## config.mk

```make
export PLATFORM = sky130hd
export DESIGN_NAME = transport_song_position_tracker
export DESIGN_NICKNAME = d
export VERILOG_FILES = /design/src/design/tsp_pkg.sv /design/src/design/transport_song_position_tracker.sv
export SDC_FILE = /design/constraint.sdc
export NUM_CORES = 2
export LEC_CHECK = 0
export BUFFER_PORTS_ARGS = -buffer_cell sky130_fd_sc_hd__buf_2
export CAP_MARGIN = 20
export CORE_MARGIN = 1.5
export CORE_UTILIZATION = 55
export DETAILED_ROUTE_END_ITERATION = 10
export PLACE_DENSITY = 0.76
export SYNTH_ARGS = -nofsm -noshare
export SYNTH_HDL_FRONTEND = slang
export SYNTH_SLANG_ARGS = --single-unit
```

## constraint.sdc

```tcl
create_clock -name clk -period 15.5 [get_ports clk]
set_clock_uncertainty 0.15 [all_clocks]
set_input_delay 0.775 -clock clk [delete_from_list [all_inputs] [get_ports clk]]
set_output_delay 0.775 -clock clk [all_outputs]
set_load 0.005 [all_outputs]
```

## src/design/tsp_pkg.sv

```systemverilog
// tsp_pkg: shared types and constants for the transport song position tracker
// no dependencies
package tsp_pkg;

  localparam int FRAC_BITS = 32;
  localparam int MAX_BLOCK = 4096;
  localparam int TEMPO_DIV = 60000;  // milli-bpm per bpm times seconds per minute
  localparam int DIV_STEPS = 64;
  localparam int MUL_STEPS = 13;
  localparam logic [15:0] OFF_SAT = 16'hFFFF;

  localparam logic [0:0] REG_SAMPLE_RATE = 1'b0;
  localparam logic [0:0] REG_DRIFT_TOL   = 1'b1;

  typedef enum logic [2:0] {
    KIND_TEMPO    = 3'd0,
    KIND_NUM      = 3'd1,
    KIND_DEN      = 3'd2,
    KIND_BAR      = 3'd3,
    KIND_PLAYING  = 3'd4,
    KIND_POSITION = 3'd5
  } kind_t;

  typedef enum logic [3:0] {
    ST_IDLE,
    ST_PLAN,
    ST_DRIFT,
    ST_DIV,
    ST_EMIT,
    ST_MUL,
    ST_ADDPOS,
    ST_LOOPCHK,
    ST_WRAP,
    ST_REPORT,
    ST_RFIN,
    ST_RVAL,
    ST_ROUT
  } state_t;

endpackage

```

## src/design/transport_song_position_tracker.sv

```systemverilog
// A host update plans its change reports, checks the drift, runs the step divide on a
// tempo change and emits its reports one at a time. A running block item multiplies the
// step by its frames (shift-add), adds it to the position and checks the loop, wrapping
// if needed; its report is dropped when the event lies behind the position and skips the
// offset divide with a zero step. A stopped block item is dropped at once. One shared
// 64-bit restoring divider (one quotient bit a cycle) does both divides. One transaction
// at a time; in_ready is high only while idle, and a stalled result holds the sequencer.
// Reset (rst, synchronous) restores all tracking state and the two registers.
module transport_song_position_tracker
  import tsp_pkg::*;
(
  input  logic               clk,
  input  logic               rst,
  input  logic               cfg_we,
  input  logic [0:0]         cfg_index,
  input  logic [31:0]        cfg_data,
  input  logic               in_valid,
  output logic               in_ready,
  input  logic               req_type,
  input  logic [19:0]        tempo_milli,
  input  logic signed [63:0] host_position,
  input  logic signed [63:0] host_bar_start,
  input  logic signed [63:0] host_loop_start,
  input  logic signed [63:0] host_loop_end,
  input  logic [7:0]         sig_numerator,
  input  logic [7:0]         sig_denominator,
  input  logic               host_playing,
  input  logic               host_loop_active,
  input  logic               host_loop_valid,
  input  logic [12:0]        block_frames,
  output logic               out_valid,
  input  logic               out_ready,
  output logic [2:0]         update_kind,
  output logic signed [63:0] update_value,
  output logic [15:0]        sample_offset,
  output logic               last_update
);

  // saturating signed plus unsigned
  function automatic logic signed [63:0] add_su(input logic signed [63:0] s,
                                                input logic [63:0] u);
    logic [65:0] sum;
    sum = {{2{s[63]}}, s} + {2'b00, u};
    if (!sum[65] && (sum[64:63] != 2'b00)) add_su = {1'b0, {63{1'b1}}};
    else add_su = sum[63:0];
  endfunction

  state_t state, state_next;

  // configuration
  logic [18:0] sample_rate;
  logic [31:0] drift_tolerance;

  // tracking state
  logic [19:0]        tempo_seen;
  logic [63:0]        step_per_sample;
  logic signed [63:0] song_position;
  logic signed [63:0] bar_start_seen;
  logic [7:0]         numerator_seen;
  logic [7:0]         denominator_seen;
  logic               running;
  logic signed [63:0] loop_start_pos;
  logic signed [63:0] loop_end_pos;
  logic               looping;
  logic [31:0]        last_quarter_sent;

  // latched transaction
  logic               req;
  logic [19:0]        tempo;
  logic signed [63:0] hpos;
  logic signed [63:0] hbar;
  logic signed [63:0] hls;
  logic signed [63:0] hle;
  logic [7:0]         num;
  logic [7:0]         den;
  logic               play;
  logic               lact;
  logic               lval;
  logic [12:0]        frames;

  // sequencer working registers
  logic [6:0]         mask;
  logic               tempo_chg;
  logic               stopped;
  logic signed [64:0] drift;
  logic [34:0]        dv;
  logic [63:0]        div_rem;
  logic [63:0]        div_quo;
  logic [63:0]        div_d;
  logic [6:0]         cnt;
  logic [63:0]        mcand;
  logic [63:0]        prod;
  logic signed [63:0] np;
  logic signed [63:0] ev;
  logic signed [63:0] rval;
  logic [63:0]        extra;
  logic [15:0]        roff;

  // shared divider step
  logic [64:0] rem_sh;
  logic        div_ge;
  logic [64:0] rem_sub;
  assign rem_sh  = {div_rem, div_quo[63]};
  assign rem_sub = rem_sh - {1'b0, div_d};
  assign div_ge  = rem_sh >= {1'b0, div_d};

  // scaled tolerance
  logic signed [64:0] tol_s;
  assign tol_s = (FRAC_BITS >= 32) ? (65'(drift_tolerance) << (FRAC_BITS - 32))
                                   : (65'(drift_tolerance) >> (32 - FRAC_BITS));

  // lowest pending report in the host mask
  logic [6:0] mask_low;
  assign mask_low = mask & (~mask + 7'd1);

  logic out_free;
  logic in_fire;
  assign out_free = !out_valid || out_ready;
  assign in_fire  = in_valid && in_ready;

  // handshake outputs of the sequencer
  always_comb begin
    in_ready = (state == ST_IDLE);
  end

  // next state
  always_comb begin
    state_next = state;
    case (state)
      ST_IDLE: begin
        if (in_fire) begin
          if (!req_type) state_next = ST_PLAN;
          else if (running) state_next = ST_MUL;
        end
      end
      ST_PLAN:    state_next = ST_DRIFT;
      ST_DRIFT:   state_next = tempo_chg ? ST_DIV : ST_EMIT;
      ST_DIV: begin
        if (cnt == 7'(DIV_STEPS - 1)) state_next = req ? ST_RFIN : ST_EMIT;
      end
      ST_EMIT: begin
        if (mask == 7'd0) state_next = ST_IDLE;
      end
      ST_MUL: begin
        if (cnt == 7'(MUL_STEPS - 1)) state_next = ST_ADDPOS;
      end
      ST_ADDPOS:  state_next = ST_LOOPCHK;
      ST_LOOPCHK: begin
        if (looping && (np > loop_end_pos)) state_next = ST_WRAP;
        else if (32'(np >>> FRAC_BITS) != last_quarter_sent) state_next = ST_REPORT;
        else state_next = ST_IDLE;
      end
      ST_WRAP:    state_next = ST_REPORT;
      ST_REPORT: begin
        if (song_position > ev) state_next = ST_IDLE;
        else if (step_per_sample == 64'd0) state_next = ST_RVAL;
        else state_next = ST_DIV;
      end
      ST_RFIN:    state_next = ST_RVAL;
      ST_RVAL:    state_next = ST_ROUT;
      ST_ROUT: begin
        if (out_free) state_next = ST_IDLE;
      end
      default:    state_next = ST_IDLE;
    endcase
  end

  always_ff @(posedge clk) begin
    if (rst) state <= ST_IDLE;
    else state <= state_next;
  end

  // configuration writes
  always_ff @(posedge clk) begin
    if (rst) begin
      sample_rate     <= 19'd48000;
      drift_tolerance <= 32'd429497;
    end else if (cfg_we) begin
      case (cfg_index)
        REG_SAMPLE_RATE: sample_rate     <= cfg_data[18:0];
        REG_DRIFT_TOL:   drift_tolerance <= cfg_data;
        default: ;
      endcase
    end
  end

  // latch the accepted transaction
  always_ff @(posedge clk) begin
    if (in_fire) begin
      req    <= req_type;
      tempo  <= tempo_milli;
      hpos   <= host_position;
      hbar   <= host_bar_start;
      hls    <= host_loop_start;
      hle    <= host_loop_end;
      num    <= sig_numerator;
      den    <= sig_denominator;
      play   <= host_playing;
      lact   <= host_loop_active;
      lval   <= host_loop_valid;
      frames <= (block_frames > 13'(MAX_BLOCK)) ? 13'(MAX_BLOCK) : block_frames;
    end
  end

  // output register
  always_ff @(posedge clk) begin
    if (rst) begin
      out_valid <= 1'b0;
    end else if (((state == ST_EMIT) && (mask != 7'd0) && out_free) ||
                 ((state == ST_ROUT) && out_free)) begin
      out_valid <= 1'b1;
    end else if (out_ready) begin
      out_valid <= 1'b0;
    end
  end

  always_ff @(posedge clk) begin
    if ((state == ST_EMIT) && (mask != 7'd0) && out_free) begin
      last_update   <= ((mask & ~mask_low) == 7'd0);
      sample_offset <= 16'd0;
      case (mask_low)
        7'b0000001: begin
          update_kind  <= KIND_TEMPO;
          update_value <= 64'(tempo);
        end
        7'b0000010: begin
          update_kind  <= KIND_NUM;
          update_value <= 64'(num);
        end
        7'b0000100: begin
          update_kind  <= KIND_DEN;
          update_value <= 64'(den);
        end
        7'b0001000: begin
          update_kind  <= KIND_BAR;
          update_value <= hbar;
        end
        7'b0010000: begin
          update_kind  <= KIND_PLAYING;
          update_value <= 64'(play);
        end
        default: begin
          update_kind  <= KIND_POSITION;
          update_value <= hpos;
        end
      endcase
    end else if ((state == ST_ROUT) && out_free) begin
      update_kind   <= KIND_POSITION;
      update_value  <= rval;
      sample_offset <= roff;
      last_update   <= 1'b1;
    end
  end

  // tracking state and the shared arithmetic sequence
  always_ff @(posedge clk) begin
    if (rst) begin
      tempo_seen        <= '0;
      step_per_sample   <= '0;
      song_position     <= '0;
      bar_start_seen    <= '0;
      numerator_seen    <= '0;
      denominator_seen  <= '0;
      running           <= 1'b0;
      loop_start_pos    <= '0;
      loop_end_pos      <= '0;
      looping           <= 1'b0;
      last_quarter_sent <= '0;
      mask              <= '0;
    end else begin
      case (state)
        // compare host values with stored copies, then store them
        ST_PLAN: begin
          tempo_chg <= (tempo_seen != tempo);
          mask[0]   <= (tempo_seen != tempo);
          mask[1]   <= (numerator_seen != num);
          mask[2]   <= (denominator_seen != den);
          mask[3]   <= (bar_start_seen != hbar);
          mask[4]   <= (((tempo_seen == 20'd0) && (tempo_seen != tempo)) ? !play : running)
                       != play;
          mask[5]   <= ((((tempo_seen == 20'd0) && (tempo_seen != tempo)) ? !play : running)
                        != play) && !play;
          mask[6]   <= 1'b0;
          stopped   <= ((((tempo_seen == 20'd0) && (tempo_seen != tempo)) ? !play : running)
                        != play) && !play;
          drift     <= {song_position[63], song_position} - {hpos[63], hpos};
          dv        <= 35'(TEMPO_DIV) * 35'((sample_rate == 19'd0) ? 19'd1 : sample_rate);
          tempo_seen       <= tempo;
          numerator_seen   <= num;
          denominator_seen <= den;
          bar_start_seen   <= hbar;
          running          <= play;
          song_position    <= hpos;
          if (lact && lval) begin
            loop_start_pos <= hls;
            loop_end_pos   <= hle;
            looping        <= 1'b1;
          end else begin
            looping <= 1'b0;
          end
        end
        // drift check and divider setup for the step
        ST_DRIFT: begin
          mask[6] <= !stopped && ((drift > tol_s) || (drift < -tol_s));
          div_rem <= '0;
          div_quo <= (64'(tempo) << FRAC_BITS) + 64'(dv >> 1);
          div_d   <= 64'(dv);
          cnt     <= '0;
        end
        ST_DIV: begin
          div_quo <= {div_quo[62:0], div_ge};
          div_rem <= div_ge ? rem_sub[63:0] : rem_sh[63:0];
          cnt     <= cnt + 7'd1;
          if ((cnt == 7'(DIV_STEPS - 1)) && !req)
            step_per_sample <= {div_quo[62:0], div_ge};
        end
        ST_EMIT: begin
          if ((mask != 7'd0) && out_free) mask <= mask & ~mask_low;
        end
        // step times frames, one frame bit a cycle
        ST_MUL: begin
          if (frames[cnt[3:0]]) prod <= prod + mcand;
          mcand <= mcand << 1;
          cnt   <= cnt + 7'd1;
        end
        ST_ADDPOS: np <= add_su(song_position, prod);
        ST_LOOPCHK: begin
          if (looping && (np > loop_end_pos)) begin
            ev   <= loop_end_pos;
            rval <= loop_start_pos;
          end else begin
            ev   <= np & ~64'((65'd1 << FRAC_BITS) - 65'd1);
            rval <= np & ~64'((65'd1 << FRAC_BITS) - 65'd1);
            if (32'(np >>> FRAC_BITS) == last_quarter_sent) song_position <= np;
          end
        end
        ST_WRAP: np <= add_su(loop_start_pos, 64'(np - loop_end_pos));
        // distance to the event, then divide by the step
        ST_REPORT: begin
          extra   <= '0;
          div_rem <= '0;
          div_quo <= 64'(ev - song_position);
          div_d   <= step_per_sample;
          cnt     <= '0;
          roff    <= (ev != song_position) ? OFF_SAT : 16'd0;
          if (song_position > ev) song_position <= np;
        end
        // ceiling of the quotient and the fraction to add
        ST_RFIN: begin
          if (div_rem != 64'd0) begin
            extra <= step_per_sample - div_rem;
            roff  <= (div_quo >= 64'(OFF_SAT)) ? OFF_SAT : 16'(div_quo + 64'd1);
          end else begin
            roff  <= (div_quo > 64'(OFF_SAT)) ? OFF_SAT : 16'(div_quo);
          end
        end
        ST_RVAL: begin
          rval              <= add_su(rval, extra);
          last_quarter_sent <= 32'(rval >>> FRAC_BITS);
        end
        ST_ROUT: begin
          if (out_free) song_position <= np;
        end
        ST_IDLE: begin
          if (in_fire && req_type) begin
            prod  <= '0;
            mcand <= step_per_sample;
            cnt   <= '0;
          end
        end
        default: ;
      endcase
    end
  end

endmodule

```

# [Word-level counts from Yosys, hierarchy flattened]
# Cells that the tools add are included.
[totals] reg_bits=1542 in_bits=347 out_inout_bits=86 elab_cells=252
[op_classes] add_sub_neg=14 multipliers=1 order_cmp=9 eq_ne=40 mux=62 bitwise_logic=6 n_reduce_logical=71
[ops] operator="$mux W64" n=16
[ops] operator="$pmux W64 S2" n=7
[ops] operator="$pmux W64 S5" n=1
[ops] operator="$pmux W64 S4" n=1
[ops] operator="$sub A64 B64 Y64" n=4
[ops] operator="$add A64 B65 Y66" n=3
[ops] operator="$pmux W64 S3" n=1
[ops] operator="$gt A64 B64 Y1" n=2
[ops] operator="$ne A64 B64 Y1" n=2
[ops] operator="$ge A65 B64 Y1" n=1
[ops] operator="$gt A65 B33 Y1" n=1
[ops] operator="$lt A65 B65 Y1" n=1
[ops] operator="$neg A32 Y65" n=1
[ops] operator="$sub A64 B64 Y65" n=1
[ops] operator="$add A64 B64 Y64" n=1
[ops] operator="$ge A64 B16 Y1 const B" n=1
[ops] operator="$gt A64 B16 Y1 const B" n=1
[ops] operator="$logic_not A64 Y1" n=1
[ops] operator="$mux W16" n=4
[ops] operator="$reduce_bool A64 Y1" n=1
[ops] operator="$add A52 B34 Y53" n=1
[ops] operator="$pmux W4 S13" n=1
[ops] operator="$mux W4" n=12
[ops] operator="$eq A32 B32 Y1" n=1
[ops] operator="52 further kinds" n=137

# [Depth between registers and ports, before layout]
[logic_depth] word_depth=7 ltp_mapped=33 depth_no_buf=30

# [Worst setup path after synthesis]
# OpenSTA, ideal clock, no wires.
[synth_path] path_type="register -> register" startpoint="register state[0]" endpoint="register den[0] (enable)" t_arrival_ns=8.729 required_ns=14.641 slack_ns=5.912 path_stages_with_launch=8 path_buffers=3 period_less_slack_ns=9.588 path_cell_list="dfxtp_1 -> clkbuf_1 -> nor3_1 -> nand2_1 -> inv_1 -> clkbuf_1 -> clkbuf_1 -> and2_1"
[synth_via] elab_chain_len=2
[synth_rtl] element="start: declaration" line_no="transport_song_position_tracker.sv:48" text="state_t state, state_next;"
[synth_rtl] element="start signal: assignment" line_no="transport_song_position_tracker.sv:170" text="else state <= state_next;"
[synth_rtl] element="$logic_not A4 Y1" line_no="transport_song_position_tracker.sv:123" text="in_ready = (state == ST_IDLE);"
[synth_rtl] element="$logic_and A1 B1 Y1" line_no="transport_song_position_tracker.sv:119" text="assign in_fire = in_valid && in_ready;"
[synth_rtl] element="via in_fire" line_no="transport_song_position_tracker.sv:117" text="logic in_fire;"
[synth_rtl] element="end signal: assignment" line_no="transport_song_position_tracker.sv:197" text="den <= sig_denominator;"
[synth_rtl] element="end: declaration" line_no="transport_song_position_tracker.sv:75" text="logic [7:0] den;"
# The timed path passes the listed nets, and every way through them passes these cells.
# A chain may end at the register's enable or synchronous reset.

# [Worst setup path in the final report]
[layout_path] startpoint="register np[8]" endpoint="register np[21], data pin"
[layout_via] elab_chain_len=6 elab_cells_between_ends=7 classes_between="add/sub: 2; mux: 2; reduce/logical: 3"
[layout_rtl] element="start: declaration" line_no="transport_song_position_tracker.sv:93" text="logic signed [63:0] np;"
[layout_rtl] element="start signal: assignment" line_no="transport_song_position_tracker.sv:326" text="ST_ADDPOS: np <= add_su(song_position, prod);"
[layout_rtl] element="start signal: assignment" line_no="transport_song_position_tracker.sv:337" text="ST_WRAP: np <= add_su(loop_start_pos, 64'(np - loop_end_pos));"
[layout_rtl] element="$sub A64 B64 Y64 (*)" line_no="transport_song_position_tracker.sv:337"
[layout_rtl] element="$add A64 B65 Y66 (*)" line_no="transport_song_position_tracker.sv:43" text="sum = {{2{s[63]}}, s} + {2'b00, u};"
[layout_rtl] element="$reduce_bool A2 Y1 or $logic_not A1 Y1 (tied branches)" line_no="transport_song_position_tracker.sv:44" text="if (!sum[65] && (sum[64:63] != 2'b00)) add_su = {1'b0, {63{1'b1}}};"
[layout_rtl] element="$logic_and A1 B1 Y1" line_no="transport_song_position_tracker.sv:44"
[layout_rtl] element="$mux W64 (*)" line_no="transport_song_position_tracker.sv:44"
[layout_rtl] element="$pmux W64 S2 (*)" line_no="transport_song_position_tracker.sv:271" text="case (state)"
# Every way passes the cells marked *; elsewhere a longest branch is shown, timed or not.

==> results.txt <==
- Cell leakage power: 0.0458 uW
- The worst-case IR drop observed on VDD is 176 uV.
* Core footprint: 178,000 um^2
- Summing the sequential cell areas from Yosys gives 42.2% of the chip area.
- End point of the worst hold path: drift_tolerance[30]$_SDFFE_PP0P_
* Area of the multi-input gates: 52,900 um^2
- Count of different cell masters after synthesis: 101
- The mapped netlist covers 98,600 um^2.
- Worst hold path startpoint: cfg_data[30]
* Number of nets in the synthesized netlist: 11,998
- Fmax achieved: 0.112 GHz
* FF+latch area: 41,600 um^2
* Number of max-cap violations: 0
- The worst register-to-register path ends at np[21]$_DFFE_PP_.
- Finished Core Util: 62.7%
* Met3 global-route usage: 7.09%
- A synthesized cell averages 9.13 um^2.
- Vertical extent of the die: 426 um
- Cell row count: 155
* Number of clock sinks seen by CTS: 1,542
* Layer with the highest usage: met2
* Worst path slowest cell: a2111oi_0
- CP bufs+invs: 1
* Max Slew Vio Count: 0
- Setup Viol. Count Final: 0
- Chip width: 426 um
* Clock transition at the registers of the reported paths: 0.06 ns
- Maximum number of pins on one net before global-route repair: 185
- STA puts the critical path data arrival time at 9.33 ns.
* EDFF count, synth: 1,073
- Final hold viol count: 0
* Global-route wire length before repair: 541,000 um
- At the later pin of the worst-skew pair, clock insertion delay measures 0.85 ns.
* Portion of the clock cycle consumed by the worst path in the final layout: 57.8%
- In this run, synthesis produced a sequential element count of 1,542.
- Longest Clk Path Bufs: 3
- The H-tree generated during clock tree synthesis spans 4 levels.
* Met1 Use GR: 50.9%
- Met2 routing resource usage after global routing: 60.8%
- Power density relative to cell area: 157 nW/um^2
- Global routing consumed, over all layers together, 40.4% of the routing resources.
- Detailed-route via count: 88,302
- The area growth from synthesis to layout is 13.4%.
- Fraction of final layout cells sized beyond drive strength 1: 8.10%
- The number of antenna violations at the first check in global routing is 21.
- Detail Route Antenna Nets: 0
- Counting the buffers created by CTS gives 171.
- In this run the cell area measured after placement is 103,000 um^2.
* Fin area: 112,000 um^2
- After clock tree synthesis, the repair step resized 0 gates.
- The congestion estimate from routability-driven global placement came to 1.07.
* DRT Wirelength: 377,000 um
* Via count of the first global-routing pass: 82,685
* Run status: finished clean
- Including well taps, the total number of placed cells is 13,182.
* Average via count per standard cell: 6.38
- In the synthesized netlist, the number of instances is 10,807.
- Number of primary I/O pins: 433
* Ys Warns: 0
- Detailed placement finished with a half-perimeter wire length of 289,000 um.
- Number of DRC violations after detailed-routing iteration 0: 11,514
* Unrepaired setup endpoints after global routing: no
* Tot Pwr: 17,500 uW
- The worst register-to-register path begins at np[8]$_DFFE_PP_.
- Critical path startpoint category: flip-flop
* Final routed DRC violation total: 0
* Final cell count without fillers: 13,832
- Data on the critical path is required at its endpoint by 15.88 ns.
- Worst slew slack as a fraction of its limit: 16.8%
- Port Buf Inserts: 432
* Worst reg-to-reg setup slack: 6.54 ns
- The routed design could run at a clock period as short as 8.96 ns.
- At the pin with the least slew margin, the transition time is 1.22 ns.
* Async SR Flop Fraction: 0%
- TritonCTS built the clock tree.
- For this run the aggregate overflow at the end of global routing stands at 0.
* Nature of the critical path endpoint: flip-flop
- In this run the worst path has a maximum fanout of 49.
- Max reg flops: 65
* Cells on worst reg2reg path: 29
- The cell that appears most often on the critical path is a21oi_1.
- Main synth FF type: edfxtp_1
- Wirelength per Cell: 27.3 um
- drift holds more flip-flops than any other register.
- Critical path type: reg -> reg
* Hold path depth: 3
- CTS root buffer: clkbuf_16
- CP max stage delay: 0.93 ns
- Die Footprint: 182,000 um^2
* Total negative setup slack: 0 ns
- The first detailed-routing pass ran for 10 iterations.
- For this configuration, the core starts out at a cell density of 55.3%.
- Net total in the final layout: 12,508
- The layout has 14,674 filler cells.
- On the critical path the largest part of the delay comes from compound AO/OA/AOI/OAI gates.
- In this run the worst hold path is classified as in -> reg.
-- per-stage QoR --
step,hold WS (ns),worst slack [ns]
detailed placement,0.297,6.97
global placement,0.294,6.99
finish,0.0464,6.54
global route,0.0340,5.87
floorplan,0.286,5.91
CTS,0.00606,6.90
-- cell type report --
| class | instances | area share (%) |
|---|---|---|
| Multi-Input combinational cell | 8123 | 47.3 |
| Sequential cell | 1542 | 37.2 |
| Timing Repair Buffer | 833 | 5.42 |
| Clock buffer | 238 | 4.44 |
| Tap cell | 2355 | 2.64 |
| Inverter | 646 | 2.17 |
| Clock inverter | 84 | 0.775 |
| Antenna cell | 11 | 0.0246 |
-- cells by family (layout without fill, tap and decap cells) --
group,after synthesis,in the layout,share of synthesized area (%)
DFF,1542,1542,42.2
and+or+nand+nor,3491,3491,16.0
AOI/OAI and AO/OA,3054,3054,19.5
buffers and inverters,1142,1801,4.42
adders and majority gates,845,845,11.3
xor gates and xnor gates,715,715,6.35
other,0,11,0
muxes,18,18,0.235
-- routing by layer --
| layer | wire, um | vias up | part of all wire (%) |
|---|---|---|---|
| li1 | - | 39987 | - |
| met1 | 142000 | 42118 | 38 |
| met2 | 163000 | 5061 | 43 |
| met3 | 35800 | 1126 | 9.5 |
| met4 | 37000 | 10 | 9.8 |
| met5 | 59 | - | 0.016 |
-- cells in the final DEF (no fill, tap or decap), types with 26 or more instances in the layout --
master            n
and2_1           78
a31oi_1          78
o211ai_1         35
nand2b_1         98
nand4_1         154
and4_1           26
o31ai_1          41
clkinv_2         31
inv_1           642
nand3_1         176
nor4_1          122
or3_1            37
edfxtp_1       1073
dfxtp_1         469
o21a_1           71
a22oi_1          90
xnor2_1         426
ha_1            763
o21ai_0         483
nor2b_1         113
a21o_1          427
a32oi_1          36
xor2_1          289
o21bai_1         76
a311oi_1         71
buf_4            80
and3_1           85
nor2_1          784
a211oi_1         62
a21oi_1        1237
clkbuf_16       180
clkbuf_1         34
dlygate4sd3_1   309
fa_1             81
nand2_1        1563
a221oi_1         71
buf_2           433
nor3_1          107
-- synthesized netlist by cell type (all sizes together), types with 83 or more instances --
| cell type | instances | area share [%] |
|---|---|---|
| o21ai | 492 | 2.5 |
| nor3 | 116 | 0.59 |
| nor4 | 125 | 0.80 |
| edfxtp | 1073 | 33 |
| dfxtp | 469 | 9.5 |
| xor2 | 289 | 2.6 |
| xnor2 | 426 | 3.8 |
| nand4 | 154 | 0.98 |
| inv | 644 | 2.5 |
| a21o | 427 | 3.2 |
| a22oi | 100 | 0.81 |
| and2 | 83 | 0.53 |
| nand2 | 1568 | 6.0 |
| nand3 | 179 | 0.91 |
| and3 | 89 | 0.57 |
| clkbuf | 437 | 1.7 |
| nor2b | 114 | 0.72 |
| nand2b | 99 | 0.63 |
| nor2 | 795 | 3.0 |
| a21oi | 1241 | 6.3 |
| ha | 763 | 9.7 |
-- worst max-delay path by stage --
stage / start / cells past startpoint / to
floorplan: state[0]$_SDFFE_PP0P_ / 7 / den[0]$_DFFE_PP_
global placement: np[7]$_DFFE_PP_ / 29 / np[21]$_DFFE_PP_
detailed placement: np[8]$_DFFE_PP_ / 29 / np[21]$_DFFE_PP_
CTS: np[7]$_DFFE_PP_ / 29 / np[21]$_DFFE_PP_
global route: loop_end_pos[8]$_SDFFE_PP0P_ / 30 / np[21]$_DFFE_PP_
finish: np[8]$_DFFE_PP_ / 29 / np[21]$_DFFE_PP_
-- worst reg2reg max path, delay by kind of cell (launching register included) --
kind,cells,cell delay (ns)
AOI/OAI and AO/OA,18,4.98
xor gates and xnor gates,1,0.15
adders and majority gates,2,0.73
buffers and inverters,1,0.61
DFF,1,0.42
and+or+nand+nor,7,1.62
-- timing repair --
action	in CTS	in global routing
hold buffers	309	0
buffers inserted	0	0
setup endpoints to repair	0	0
hold endpoints to repair	309	0
-- report_power, final --
| part | internal (uW) | switching [uW] | leakage, uW | total (uW) |
|---|---|---|---|---|
| registers | 5430 | 701 | 0.0139 | 6130 |
| clock network | 2430 | 1850 | 0.00285 | 4280 |
| logic | 2500 | 4610 | 0.0291 | 7110 |
Power figures use the tool's default switching activity.
